<file path="src/rtl/core/slts_pkg.sv">
`default_nettype none
package slts_pkg;

  localparam int FLOOR_COUNT = 64;
  localparam int FLOOR_W     = 6;
  localparam int REQ_W       = 64;
  localparam int CFG_IDX_W   = 1;
  localparam int CFG_DATA_W  = 6;
  localparam int IN_DATA_W   = 72;
  localparam int OUT_DATA_W  = 8;

  localparam logic [FLOOR_W-1:0] FLOOR_MAX = FLOOR_W'(FLOOR_COUNT - 1);
  localparam logic [FLOOR_W-1:0] TOP_RESET = 6'd63;

  typedef enum logic [1:0] {
    POL_SCAN  = 2'd0,
    POL_CSCAN = 2'd1,
    POL_LOOK  = 2'd2,
    POL_CLOOK = 2'd3
  } policy_t;

  localparam logic [CFG_IDX_W-1:0] CFG_POLICY = 1'd0;
  localparam logic [CFG_IDX_W-1:0] CFG_TOP    = 1'd1;

  typedef struct packed {
    policy_t            policy;
    logic [FLOOR_W-1:0] top_floor;
  } cfg_t;

  typedef struct packed {
    logic [FLOOR_W-1:0] target;
    logic               valid;
    logic               dir_up;
  } decision_t;

  typedef struct packed {
    logic               found;
    logic [FLOOR_W-1:0] idx;
  } enc_t;

  // lowest set bit
  function automatic enc_t find_lowest(input logic [REQ_W-1:0] m);
    enc_t r;
    r.found = |m;
    r.idx   = '0;
    for (int i = REQ_W - 1; i >= 0; i--) begin
      if (m[i]) r.idx = FLOOR_W'(i);
    end
    return r;
  endfunction

  // highest set bit
  function automatic enc_t find_highest(input logic [REQ_W-1:0] m);
    enc_t r;
    r.found = |m;
    r.idx   = '0;
    for (int i = 0; i < REQ_W; i++) begin
      if (m[i]) r.idx = FLOOR_W'(i);
    end
    return r;
  endfunction

endpackage
`default_nettype wire

</file>
<file path="src/rtl/core/slts_decide.sv">
`default_nettype none
module slts_decide (
  input  wire logic [slts_pkg::FLOOR_W-1:0] cur,
  input  wire logic [slts_pkg::REQ_W-1:0]   req_raw,
  input  wire slts_pkg::cfg_t               cfg,
  input  wire logic                         dir_up,
  output slts_pkg::decision_t               dec
);

  logic [slts_pkg::FLOOR_W-1:0] top_eff;
  logic [slts_pkg::REQ_W-1:0]   req;
  logic [slts_pkg::REQ_W-1:0]   above;
  logic [slts_pkg::REQ_W-1:0]   below;
  slts_pkg::enc_t               lo_above;
  slts_pkg::enc_t               hi_below;
  slts_pkg::enc_t               lo_req;
  slts_pkg::enc_t               hi_req;
  logic                         circ;
  logic                         dir;

  assign top_eff = (cfg.top_floor > slts_pkg::FLOOR_MAX) ? slts_pkg::FLOOR_MAX
                                                          : cfg.top_floor;

  // drop requests above the served range
  always_comb begin
    for (int i = 0; i < slts_pkg::REQ_W; i++) begin
      req[i]   = req_raw[i] && (i < slts_pkg::FLOOR_COUNT) &&
                 (slts_pkg::FLOOR_W'(i) <= top_eff);
      above[i] = req[i] && (slts_pkg::FLOOR_W'(i) >= cur);
      below[i] = req[i] && (slts_pkg::FLOOR_W'(i) <= cur);
    end
  end

  assign lo_above = slts_pkg::find_lowest(above);
  assign hi_below = slts_pkg::find_highest(below);
  assign lo_req   = slts_pkg::find_lowest(req);
  assign hi_req   = slts_pkg::find_highest(req);

  assign circ = (cfg.policy == slts_pkg::POL_CSCAN) || (cfg.policy == slts_pkg::POL_CLOOK);
  assign dir  = circ ? 1'b1 : dir_up;

  always_comb begin
    dec.target = '0;
    dec.valid  = 1'b1;
    dec.dir_up = dir;
    if (dir) begin
      if (lo_above.found) begin
        dec.target = lo_above.idx;
      end else begin
        case (cfg.policy)
          slts_pkg::POL_SCAN: begin
            if (cur < top_eff) begin
              dec.target = top_eff;
            end else begin
              dec.dir_up = 1'b0;
              dec.target = hi_req.idx;
              dec.valid  = hi_req.found;
            end
          end
          slts_pkg::POL_CSCAN: begin
            dec.target = (cur < top_eff) ? top_eff : '0;
          end
          slts_pkg::POL_LOOK: begin
            dec.dir_up = 1'b0;
            dec.target = hi_req.idx;
            dec.valid  = hi_req.found;
          end
          default: begin
            dec.target = lo_req.idx;
            dec.valid  = lo_req.found;
          end
        endcase
      end
    end else begin
      if (hi_below.found) begin
        dec.target = hi_below.idx;
      end else if ((cfg.policy == slts_pkg::POL_SCAN) && (cur != '0)) begin
        dec.target = '0;
      end else begin
        dec.dir_up = 1'b1;
        dec.target = lo_req.idx;
        dec.valid  = lo_req.found;
      end
    end
    if (!dec.valid) dec.target = '0;
  end

endmodule
`default_nettype wire

</file>
<file path="src/rtl/core/scan_look_target_selector.sv">
// A request is captured in the input register; its decision then sits in the result register.
// Throughput: one request per cycle unless out_tready stalls; the decision is one pass
//   of four priority encoders over the request bitmap between input and result registers.
// Reset (synchronous, rst_n low): both stages empty, direction up, policy SCAN,
//   top floor 63.
`default_nettype none
module scan_look_target_selector (
  input  wire logic                              clk,
  input  wire logic                              rst_n,
  // request stream
  input  wire logic                              in_tvalid,
  output logic                                   in_tready,
  // [5:0] current_floor, [69:6] request_mask, [71:70] zero
  input  wire logic [slts_pkg::IN_DATA_W-1:0]    in_tdata,
  // result stream
  output logic                                   out_tvalid,
  input  wire logic                              out_tready,
  // [5:0] target_floor, [6] target_valid, [7] going_up
  output logic [slts_pkg::OUT_DATA_W-1:0]        out_tdata,
  // configuration writes
  input  wire logic                              cfg_valid,
  output logic                                   cfg_ready,
  input  wire logic [slts_pkg::CFG_IDX_W-1:0]    cfg_index,
  input  wire logic [slts_pkg::CFG_DATA_W-1:0]   cfg_wdata
);

  // configuration registers
  slts_pkg::cfg_t               cfg_r;

  // input stage
  logic                         in_vld_r;
  logic [slts_pkg::FLOOR_W-1:0] in_cur_r;
  logic [slts_pkg::REQ_W-1:0]   in_req_r;

  // result stage and travel direction
  logic                         out_vld_r;
  slts_pkg::decision_t          out_dec_r;
  logic                         dir_r;

  slts_pkg::decision_t          dec_nxt;
  logic                         advance;

  // Advance the result stage whenever it is empty or being drained; the input
  // stage can then refill in the same cycle, so one request moves per cycle.
  assign advance    = !out_vld_r || out_tready;
  assign in_tready  = !in_vld_r || advance;
  assign cfg_ready  = 1'b1;

  assign out_tvalid = out_vld_r;
  assign out_tdata  = {out_dec_r.dir_up, out_dec_r.valid, out_dec_r.target};

  // Configuration: unknown indexes are dropped.
  always_ff @(posedge clk) begin
    if (!rst_n) begin
      cfg_r.policy    <= slts_pkg::POL_SCAN;
      cfg_r.top_floor <= slts_pkg::TOP_RESET;
    end else if (cfg_valid) begin
      case (cfg_index)
        slts_pkg::CFG_POLICY: cfg_r.policy    <= slts_pkg::policy_t'(cfg_wdata[1:0]);
        slts_pkg::CFG_TOP:    cfg_r.top_floor <= cfg_wdata;
        default: ;
      endcase
    end
  end

  // Input register: hold the request until the decision stage takes it.
  always_ff @(posedge clk) begin
    if (!rst_n) begin
      in_vld_r <= 1'b0;
    end else if (in_tready) begin
      in_vld_r <= in_tvalid;
    end
  end

  always_ff @(posedge clk) begin
    if (in_tready && in_tvalid) begin
      in_cur_r <= in_tdata[slts_pkg::FLOOR_W-1:0];
      in_req_r <= in_tdata[slts_pkg::FLOOR_W +: slts_pkg::REQ_W];
    end
  end

  // Decision logic sees the stored direction; it updates only when a
  // request actually moves into the result register.
  slts_decide u_decide (
    .cur     (in_cur_r),
    .req_raw (in_req_r),
    .cfg     (cfg_r),
    .dir_up  (dir_r),
    .dec     (dec_nxt)
  );

  always_ff @(posedge clk) begin
    if (!rst_n) begin
      out_vld_r <= 1'b0;
      dir_r     <= 1'b1;
    end else if (advance) begin
      out_vld_r <= in_vld_r;
      if (in_vld_r) dir_r <= dec_nxt.dir_up;
    end
  end

  always_ff @(posedge clk) begin
    if (advance && in_vld_r) begin
      out_dec_r <= dec_nxt;
    end
  end

endmodule
`default_nettype wire
</file>
<file path="config.mk">
export PLATFORM = sky130hd
export DESIGN_NAME = scan_look_target_selector
export DESIGN_NICKNAME = d
export VERILOG_FILES = /design/src/rtl/core/slts_pkg.sv /design/src/rtl/core/slts_decide.sv /design/src/rtl/core/scan_look_target_selector.sv
export SDC_FILE = /design/constraint.sdc
export NUM_CORES = 1
export LEC_CHECK = 0
export BUFFER_PORTS_ARGS = -buffer_cell sky130_fd_sc_hd__clkbuf_2
export CELL_PAD_IN_SITES_DETAIL_PLACEMENT = 0
export CELL_PAD_IN_SITES_GLOBAL_PLACEMENT = 1
export CORE_ASPECT_RATIO = 1.4
export CORE_UTILIZATION = 46
export DETAILED_ROUTE_END_ITERATION = 12
export PLACE_DENSITY_LB_ADDON = 0.15
export REMOVE_ABC_BUFFERS = 1
export SLEW_MARGIN = 40
export SYNTH_ARGS = -nofsm -noshare
export SYNTH_HDL_FRONTEND = slang
export SYNTH_SLANG_ARGS = --single-unit
</file>
<file path="constraint.sdc">
create_clock -name clk -period 3.8 [get_ports clk]
set_clock_uncertainty 0.1 [all_clocks]
set_input_delay 0.76 -clock clk [delete_from_list [all_inputs] [get_ports clk]]
set_output_delay 0.76 -clock clk [all_outputs]
set_load 0.01 [all_outputs]
</file>
==> metrics.txt, run 1 <==
status complete, no violations; Setup CP Type reg2reg; largest vdd supply drop 0.000256 V; Startpoint Class flip-flop; TritonCTS clock tree yes; IO Port Bufs 91; WL per Instance 25.9 um; met3 Use GR roughly 10%; source of the worst hold timing path in_vld_r; crit share post-route 98.4%; top-count cell post-synth nand2_1; number of global-route vias before repair ~12,000; Initial Util 46.9%; hold_buf cts 0; core area approximately 20,000 um2; number of H-tree levels 3; Hold Crit Endpoint out_tvalid; initial antenna violation count 3; min cycle time layout 3.74 ns; final worst slack 0.0607 ns; synthesized instance count 1,182; FF-to-FF End out_tdata[4]; clock buffer depth 2; Synth Flop Type edfxtp_1; DP Cell Count 1,774; Worst Hold Depth 2; most area-hungry cell type in the Yosys netlist edfxtp_1; Area Overhead vs Synth 36.4%; pre-CTS WS 0.0219 ns; Post-DRT Antenna Nets 0; worst r2r path cells 12; Rel. slew slack 47.5%; Area contributors post-synth edfxtp_1 25%, a21oi_1 5.4%, nand2_1 4.8%; Post-Layout Cell Count 1,792; Critical Path RT 3.78 ns; CP Data Arrival Time approximately 3.7 ns; ys async rst share 0%; global routing usage on met1 approximately 52%; Cell Area, Placed 12,300 um2; fin area 12,700 um2; TritonRoute pass-1 iters 6; drt drc 0; r2r startpoint cfg_r[3]; root buffer cell clkbuf_16; CP Max Fanout 13; clock sinks approximately 90; register area share after synthesis 27.5%; largest net degree at the start of global routing between 40 and 50; Worst-Margin Slew 0.782 ns; I/O pins 95; fin nets around 1,600; M2 GR Usage 71.7%; first-pass GRT wire length approximately 68,000 um; #FFs+latches synth between 80 and 90; Post-synth EDFFs just under 80; r2r setup slk 0.06 ns; final wirelength between 40,000 and 50,000 um; overall fraction of global-route tracks in use between 40% and 50%; clock latency on the worst-skew pair 0.37 ns; CTS clk-pin slew, worst paths 0.07 ns; num rows 61; synth warn 0; Pins Over Slew Limit 0; max_cap viols 0; GP Congestion 1.09; final setup violation count 0; final hold violations 0; Die X 122 um; share of cells above drive strength 1 33.3%; Die ar. 20,800 um2; Worst Setup End Kind flip-flop; vias per inst 6.75; Leakage 5.25 nW; die height 170 um; CTS Buf Count 9; Post-DP HPWL 37,400 um; Post-synth top cells 119 x nand2_1, 109 x nor2_1, 101 x a21oi_1, 79 x o21ai_0, 78 x edfxtp_1; P per Cell Area 293 nW/um2; library cells used by synthesis 103; Post-Syn Area 9300 um2; Hold Crit Class reg2reg; total global routing overflow 0; global routing's busiest layer met2; Setup TNS 0 ns; fmax 267 MHz; Initial DRC Count 1,377; Overall Power ~3.7 mW; Avg Cell Area, Syn 7.87 um2; via count 12,089; post-synth top area share between 20% and 30%
[sequential cells by signal, summed over array words and instances (netlist names)]
register,flops
cfg_r,8
in_vld_r,1
out_tvalid,1
dir_r,1
out_tdata,8
in_cur_r,6
in_req_r,64
[timing repair]
item                                    in CTS  in global routing
endpoints found under the setup margin       0                  8
buffers inserted                             0                  1
gates resized for setup                      0                 22
[per-layer routing]
layer / routed length (um) / share of wire, %
met3: 4550 / 9.8
met2: 21000 / 45
met1: 16700 / 36
met4: 4240 / 9.1
met5: 0 / 0
[placed cells by master, fill, tap and decap left out, types with 10 or more instances in the layout]
| cell | Yosys | layout |
|---|---|---|
| nor2_1 | 109 | 108 |
| o22ai_1 | 23 | 23 |
| a22oi_1 | 14 | 13 |
| and2_1 | 24 | 23 |
| nand4_1 | 18 | 18 |
| a21oi_1 | 101 | 99 |
| or2_2 | 13 | 13 |
| a221oi_1 | 10 | 10 |
| o21ai_1 | 10 | 10 |
| edfxtp_1 | 78 | 78 |
| and3_1 | 17 | 17 |
| o21ai_0 | 79 | 79 |
| nand3_1 | 47 | 47 |
| a31oi_1 | 21 | 21 |
| o211ai_1 | 37 | 37 |
| buf_4 | 6 | 312 |
| inv_1 | 25 | 25 |
| nand2_1 | 119 | 119 |
| clkbuf_2 | 0 | 91 |
| o211a_1 | 14 | 14 |
| buf_12 | 0 | 17 |
| nor3_1 | 38 | 36 |
| nand2b_1 | 15 | 15 |
| nor4_1 | 11 | 10 |
| a21o_1 | 16 | 16 |
| o21a_1 | 22 | 22 |
| a211oi_1 | 13 | 13 |
[final cells by class]
class                      instances  area (um2)
clock buffer                      10         233
tap                              252         315
clock inverter                     6        42.5
fill                            1861        7150
sequential                        89        2570
inverter                          25        93.8
antenna                            1        2.50
multi-input combinational        989        6300
timing repair buffer             420        3140
[worst max path at each step]
stage	start	endpoint	slack, ns	cells past startpoint
2_1_floorplan	cfg_r[5]	out_tdata[0]	-0.26	10
3_3_place_gp	in_cur_r[4]	out_tdata[0]	0.06	12
3_5_place_dp	in_cur_r[4]	out_tdata[0]	0.02	12
4_1_cts	in_cur_r[4]	out_tdata[0]	0.02	12
5_1_grt	cfg_r[1]	out_tdata[1]	-0.01	15
6_report	cfg_r[3]	out_tdata[4]	0.06	12
[critical path: stages, from the launching register on]
cell,delay (ns)
dfxtp_2,0.42
buf_12,0.20
buf_4,0.16
nor4_2,0.29
a211oi_1,0.13
a2111oi_2,0.46
nand3_1,0.29
nor2_1,0.25
and2_1,0.18
nand2_1,0.05
a211o_1,0.29
a2111oi_1,0.46
o22ai_1,0.16
[power breakdown]
group / leakage (nW) / internal (mW) / switching, mW
sequential: 0.844 / 1.13 / 0.0525
clock: 0.141 / 0.454 / 0.414
combinational: 4.26 / 0.693 / 0.967
total: 5.25 / 2.28 / 1.43
[metrics by stage]
stage | utilization, % | hold slack (ns)
finish | 63.9 | 0.427
global route | 63.9 | 0.451
CTS | 63.4 | 0.423
detailed placement | 62.0 | 0.410
global placement | 61.9 | 0.405
floorplan | - | 0.378
[logic make-up (layout without fill, tap and decap cells)]
group / after synthesis / in the layout / synth area share, %
other: 1 / 2 / 0.0403
DFF: 89 / 89 / 27.5
muxes: 2 / 2 / 0.215
AOI/OAI and AO/OA: 510 / 510 / 39.6
buffers and inverters: 104 / 461 / 5.90
and+or+nand+nor: 471 / 471 / 26.0
adders and majority gates: 5 / 5 / 0.672
Power figures use the tool's default switching activity.
==> run 2: changes to the inputs <==
--- a/config.mk
+++ b/config.mk
@@ -9,6 +9,7 @@
 export CELL_PAD_IN_SITES_DETAIL_PLACEMENT = 0
 export CELL_PAD_IN_SITES_GLOBAL_PLACEMENT = 1
 export CORE_ASPECT_RATIO = 1.4
+export CORE_MARGIN = 2
 export CORE_UTILIZATION = 46
 export DETAILED_ROUTE_END_ITERATION = 12
 export PLACE_DENSITY_LB_ADDON = 0.15
==> run 2 against run 1 <==
  * Die area rose by 2.8%
  * Clock-buffer cell count did not move
  * Core utilization barely moved
  * Routed wire length fell by 0.76%
  * Hold slack got worse by 0.00080 ns
  * Sequential power barely moved
  * Combinational power barely moved
  * Cell area barely moved
  * Maximum frequency rose by 0.40%
  * Non-clock buffer count fell by 12
  * Setup slack improved by 0.015 ns
  * Largest cell class unchanged
==> metrics.txt, run 2 (same netlist as run 1, synthesis figures left out) <==
P per Cell Area 292 nW/um2 (was 293 nW/um2); Area Overhead vs Synth 36.5% (was 36.4%); worst path bufs/invs 1 (was 2); I/O pins 95 (unchanged); CTS Buf Count 9 (unchanged); TritonRoute pass-1 iters 6 (unchanged); met2 wirelength from detailed routing 20,800 um (was 21,000 um); CTS clk-pin slew, worst paths 0.07 ns (about the same); Worst-Margin Slew 0.777 ns (was 0.782 ns); critical path, cell by cell or2_1 -> buf_12 -> o21ai_1 -> nand2_1 -> or4_1 -> a21o_1 -> a2111oi_1 -> nor4_1 -> o21ai_0 -> o211ai_1 (was buf_12 -> buf_4 -> nor4_2 -> a211oi_1 -> a2111oi_2 -> nand3_1 -> nor2_1 -> and2_1 -> nand2_1 -> a211o_1 -> a2111oi_1 -> o22ai_1); WP depth 10 (was 12); family with the most delay on the worst path compound AO/OA/AOI/OAI gates (unchanged); commonest non-fill, non-tap cell in the layout buf_4 (unchanged); total global routing overflow 0 (unchanged); FF-to-FF End out_tdata[1] (was out_tdata[4]); Die ar. 21,400 um2 (was 20,800 um2); clock buffer depth 2 (unchanged); Critical Path RT 3.80 ns (was 3.78 ns); status complete, no violations (unchanged); Worst Setup End Kind flip-flop (unchanged); overall fraction of global-route tracks in use 42.8% (was 45.1%); CP Max Fanout 31 (was 13); hold_buf cts 0 (unchanged); CP Data Arrival Time 3.72 ns (about the same); Die X 124 um (was 122 um); fin nets 1,611 (was 1,623); highest metal used met5 (was met4); Multi-input gate area 6280 um2 (was 6300 um2); Post-DP HPWL 36,600 um (was 37,400 um); Hold Crit Class reg2reg (unchanged); WL met1 17,000 um (was 16,700 um); Rel. slew slack 48.1% (was 47.5%); max reg flops 64 (unchanged); via count 12,033 (was 12,089); Final Util 64.0% (was 63.9%); clock latency on the worst-skew pair 0.38 ns (was 0.37 ns); Initial DRC Count 1,458 (was 1,377); min cycle time layout 3.72 ns (was 3.74 ns); GP Congestion 1.12 (was 1.09); WHS 0.426 ns (was 0.427 ns); register area 2570 um2 (unchanged); Worst Setup EP out_tdata[1] (was out_tdata[4]); final wirelength 46,100 um (was 46,500 um); Startpoint Class flip-flop (unchanged); drt drc 0 (unchanged); WL per Instance 25.9 um (about the same); Leakage 5.23 nW (was 5.25 nW); crit share post-route 98.0% (was 98.4%); root buffer cell clkbuf_16 (unchanged); initial antenna violation count 2 (was 3); slowest cell delay on critical path 0.62 ns (was 0.46 ns); CP max-delay cell or4_1 (was a2111oi_2); number of global-route vias before repair 11,359 (was 11,615); number of inserted diodes 0 (was 1); met3 WL 4280 um (was 4550 um); clock sinks 89 (unchanged); TritonCTS clock tree yes (unchanged); Biggest register in_req_r (unchanged); r2r setup slk 0.08 ns (was 0.06 ns); largest net degree at the start of global routing 42 (unchanged); core area 19,800 um2 (unchanged); Cell Area, Placed 12,300 um2 (about the same); IO Port Bufs 91 (unchanged); Post-DRT Antenna Nets 0 (unchanged); final setup violation count 0 (unchanged); fmax 269 MHz (was 267 MHz); first-pass GRT wire length 66,700 um (was 68,300 um); Worst Setup SP cfg_r[5] (was cfg_r[3]); max_cap viols 0 (unchanged); num rows 61 (unchanged); Setup CP Type reg2reg (unchanged); share of cells above drive strength 1 32.7% (was 33.3%); die height 172 um (was 170 um); r2r startpoint cfg_r[5] (was cfg_r[3]); Pins Over Slew Limit 0 (unchanged); fin area 12,700 um2 (about the same); Setup TNS 0 ns (unchanged); most frequent cells in the layout 291 x buf_4, 119 x nand2_1, 107 x nor2_1 (was 312 x buf_4, 119 x nand2_1, 108 x nor2_1); vias per inst 6.76 (was 6.75); worst r2r path cells 10 (was 12); final hold violations 0 (unchanged); largest vdd supply drop 0.000254 V (was 0.000256 V); # fillers 1,822 (was 1,861); number of H-tree levels 3 (unchanged); Initial Util 46.9% (unchanged)
-- run 2: per-layer routing --
metal  track usage [%]  up-vias
li1                  -     5379
met1              50.6     5677
met2              68.2      752
met3              8.54      221
met4              31.3        4
met5                 0        -
-- run 2: area by class of cell --
| cell class | count | area share (%) |
|---|---|---|
| sequential | 89 | 20.2 |
| timing repair buffer | 408 | 24.9 |
| inverter | 25 | 0.739 |
| clock buffer | 10 | 1.83 |
| tap | 252 | 2.48 |
| clock inverter | 6 | 0.335 |
| multi-input combinational | 989 | 49.5 |
-- run 2: worst min-delay path, cell delays in order (launching register included) --
cell and delay, ns:
dfxtp_1 0.34, nor2_1 0.11, nor2_1 0.04
-- run 2: metrics by stage --
step | setup slack [ns] | cells | total power, mW
finish | 0.0758 | 1779 | 3.71
global route | -0.0139 | 1779 | 3.83
detailed placement | 0.0257 | 1762 | 2.77
floorplan | -0.256 | 1103 | 1.94
global placement | 0.0962 | 1761 | 2.75
CTS | 0.00133 | 1778 | 3.63
-- run 2: power by group --
part	internal (mW)	total, mW	switching, mW	leakage [nW]
combinational	0.695	1.65	0.959	4.25
clock	0.453	0.869	0.416	0.141
sequential	1.13	1.18	0.0504	0.844
total	2.28	3.71	1.42	5.23
-- run 2: what timing repair did --
item,4_1_cts,5_1_grt
pin swaps,0,3
setup endpoints to repair,1,7
hold endpoints to repair,0,0
buffers inserted,0,1
gates resized for setup,1,20
-- run 2: worst min path at each step --
| stage | from | endpoint | cells after the start |
|---|---|---|---|
| floorplan | in_vld_r | out_tvalid | 2 |
| finish | in_vld_r | out_tvalid | 2 |
| global route | in_tdata[7] | in_req_r[1] | 1 |
| CTS | in_vld_r | out_tvalid | 2 |
| global placement | in_vld_r | out_tvalid | 2 |
| detailed placement | in_vld_r | out_tvalid | 2 |
==> run 3: changes to the inputs <==
--- a/config.mk
+++ b/config.mk
@@ -12,7 +12,7 @@
 export CORE_MARGIN = 2
 export CORE_UTILIZATION = 46
 export DETAILED_ROUTE_END_ITERATION = 12
-export PLACE_DENSITY_LB_ADDON = 0.15
+export PLACE_DENSITY_LB_ADDON = 0.1
 export REMOVE_ABC_BUFFERS = 1
 export SLEW_MARGIN = 40
 export SYNTH_ARGS = -nofsm -noshare
==> run 3 against run 2 <==
  * Global-route usage hardly changed
  * Cell area fell by 0.97%
  * Via count increased by 0.38%
  * Sequential share of layout area grew 0.25 points
  * First-iteration DRC count about the same
  * Register-to-register slack barely moved
  * Routed wire length shrank 0.68%
  * Maximum frequency down 0.35%
  * Critical path type unchanged
==> metrics.txt, run 3 (same netlist as run 1, synthesis figures left out) <==
max reg flops 64 (unchanged); WHS 0.422 ns (was 0.426 ns); CP max-delay cell dfxtp_4 (was or4_1); Die ar. 21,400 um2 (unchanged); crit share post-route 98.3% (was 98.0%); Critical Path RT 3.79 ns (was 3.80 ns); fin area 12,600 um2 (was 12,700 um2); worst r2r path cells 11 (was 10); core area 19,800 um2 (unchanged); number of inserted diodes 0 (unchanged); most frequent cells in the layout 299 x buf_4, 119 x nand2_1, 107 x nor2_1 (was 291 x buf_4, 119 x nand2_1, 107 x nor2_1); min cycle time layout 3.74 ns (was 3.72 ns); final setup violation count 0 (unchanged); r2r setup slk 0.06 ns (was 0.08 ns); final hold violations 0 (unchanged); number of global-route vias before repair 11,533 (was 11,359); Pins Over Slew Limit 0 (unchanged); Die X 124 um (unchanged); clock latency on the worst-skew pair 0.37 ns (was 0.38 ns); clock buffer depth 2 (unchanged); Initial Util 46.9% (unchanged); GP Congestion 1.11 (was 1.12); vias per inst 6.79 (was 6.76); M2 GR Usage 67.9% (was 68.2%); CTS Buf Count 9 (unchanged); root buffer cell clkbuf_16 (unchanged); global routing usage on met1 48.9% (was 50.6%); commonest non-fill, non-tap cell in the layout buf_4 (unchanged); FF-to-FF End out_tdata[4] (was out_tdata[1]); Overall Power 3.75 mW (was 3.71 mW); max_cap viols 0 (unchanged); final wirelength 45,800 um (was 46,100 um); num rows 61 (unchanged); fin nets 1,610 (was 1,611); I/O pins 95 (unchanged); fmax 268 MHz (was 269 MHz); Leakage 5.19 nW (was 5.23 nW); met3 Use GR 10.3% (was 8.54%); Worst Setup SP cfg_r[2] (was cfg_r[5]); global routing's busiest layer met2 (unchanged); Worst-Margin Slew 0.836 ns (was 0.777 ns); first-pass GRT wire length 67,100 um (was 66,700 um); Startpoint Class flip-flop (unchanged); Post-DP HPWL 36,800 um (was 36,600 um); Worst Setup End Kind flip-flop (unchanged); Worst Setup EP out_tdata[4] (was out_tdata[1]); Setup CP Type reg2reg (unchanged); TritonCTS clock tree yes (unchanged); clock sinks 89 (unchanged); largest vdd supply drop 0.000221 V (was 0.000254 V); IO Port Bufs 91 (unchanged); WP depth 11 (was 10); family with the most delay on the worst path compound AO/OA/AOI/OAI gates (unchanged); Hold Crit Class reg2reg (unchanged); number of H-tree levels 3 (unchanged); status complete, no violations (unchanged); largest net degree at the start of global routing 40 (was 42); slowest cell delay on critical path 0.49 ns (was 0.62 ns); TritonRoute pass-1 iters 6 (unchanged); P per Cell Area 298 nW/um2 (was 292 nW/um2); via count 12,079 (was 12,033); Cell Area, Placed 12,200 um2 (was 12,300 um2); critical path, cell by cell buf_4 -> a211o_4 -> a21boi_0 -> o21ai_1 -> a2111oi_2 -> and3_1 -> and2_1 -> nand2_1 -> a211o_1 -> a2111oi_1 -> o22ai_1 (was or2_1 -> buf_12 -> o21ai_1 -> nand2_1 -> or4_1 -> a21o_1 -> a2111oi_1 -> nor4_1 -> o21ai_0 -> o211ai_1); pre-CTS WS -0.0528 ns (was 0.0257 ns); worst path bufs/invs 1 (unchanged); CP Data Arrival Time 3.73 ns (was 3.72 ns); die height 172 um (unchanged); total global routing overflow 0 (unchanged); CP Max Fanout 23 (was 31); final worst slack 0.0629 ns (was 0.0758 ns); share of cells above drive strength 1 32.7% (about the same); Biggest register in_req_r (unchanged); Setup TNS 0 ns (unchanged); drt drc 0 (unchanged); RSZ-0062 raised after global routing false; Area Overhead vs Synth 35.2% (was 36.5%); WL per Instance 25.8 um (was 25.9 um); overall fraction of global-route tracks in use 42.9% (was 42.8%); Initial DRC Count 1,459 (was 1,458); Post-DRT Antenna Nets 0 (unchanged); initial antenna violation count 1 (was 2); r2r startpoint cfg_r[2] (was cfg_r[5]); Rel. slew slack 43.9% (was 48.1%); # fillers 1,869 (was 1,822); CTS clk-pin slew, worst paths 0.07 ns (about the same)
[run 3: changes by cell type in the layout (fill, tap and decap cells not counted), sizes merged]
cell / before / now
clkinv: 4 / 1
inv: 27 / 28
buf: 317 / 316
clkbuf: 101 / 103
[run 3: per-layer routing]
layer	wire length (um)	part of all wire (%)
met1	16600	36
met3	4400	9.6
met4	4040	8.8
met5	13	0.028
met2	20800	45
[run 3: cell type report]
type	instances	area, um2	share of cell area [%]
Multi-Input combinational cell	989	6240	49.7
Timing Repair Buffer	407	3040	24.2
Sequential cell	89	2570	20.5
Tap cell	252	315	2.51
Clock buffer	12	279	2.22
Inverter	25	93.8	0.746
Clock inverter	4	28.8	0.229
[run 3: worst register-to-register path, stage by stage (launching register included)]
cell,delay (ns)
dfxtp_4,0.49
buf_4,0.28
a211o_4,0.39
a21boi_0,0.23
o21ai_1,0.13
a2111oi_2,0.45
and3_1,0.29
and2_1,0.16
nand2_1,0.05
a211o_1,0.28
a2111oi_1,0.44
o22ai_1,0.16
[run 3: how the worst min path moves through the flow]
stage / startpoint / endpoint / slack, ns / cells after the start
floorplan: in_vld_r / out_tvalid / 0.38 / 2
finish: in_vld_r / out_tvalid / 0.42 / 2
CTS: in_vld_r / out_tvalid / 0.43 / 2
global route: in_tdata[23] / in_req_r[17] / 0.46 / 1
detailed placement: in_vld_r / out_tvalid / 0.41 / 2
global placement: in_vld_r / out_tvalid / 0.41 / 2
[run 3: metrics by stage]
| stage | cells | util, % |
|---|---|---|
| after floorplan | 1103 | - |
| after global placement | 1759 | 61.3 |
| after detailed placement | 1760 | 61.4 |
| after CTS | 1777 | 63.1 |
| after global routing | 1778 | 63.4 |
| final | 1778 | 63.4 |
[run 3: report_power, final]
group	leakage [nW]	total [mW]	internal (mW)	switching, mW
Combinational	4.19	1.60	0.668	0.930
Clock	0.154	0.955	0.528	0.427
Sequential	0.845	1.19	1.13	0.0612
Total	5.19	3.75	2.33	1.42
[run 3: timing repair]
item | in CTS | in global routing
gates resized for setup | 1 | 19
pin swaps | 0 | 2
endpoints found under the setup margin | 2 | 6
setup buffers | 1 | 1
hold buffers | 0 | 0
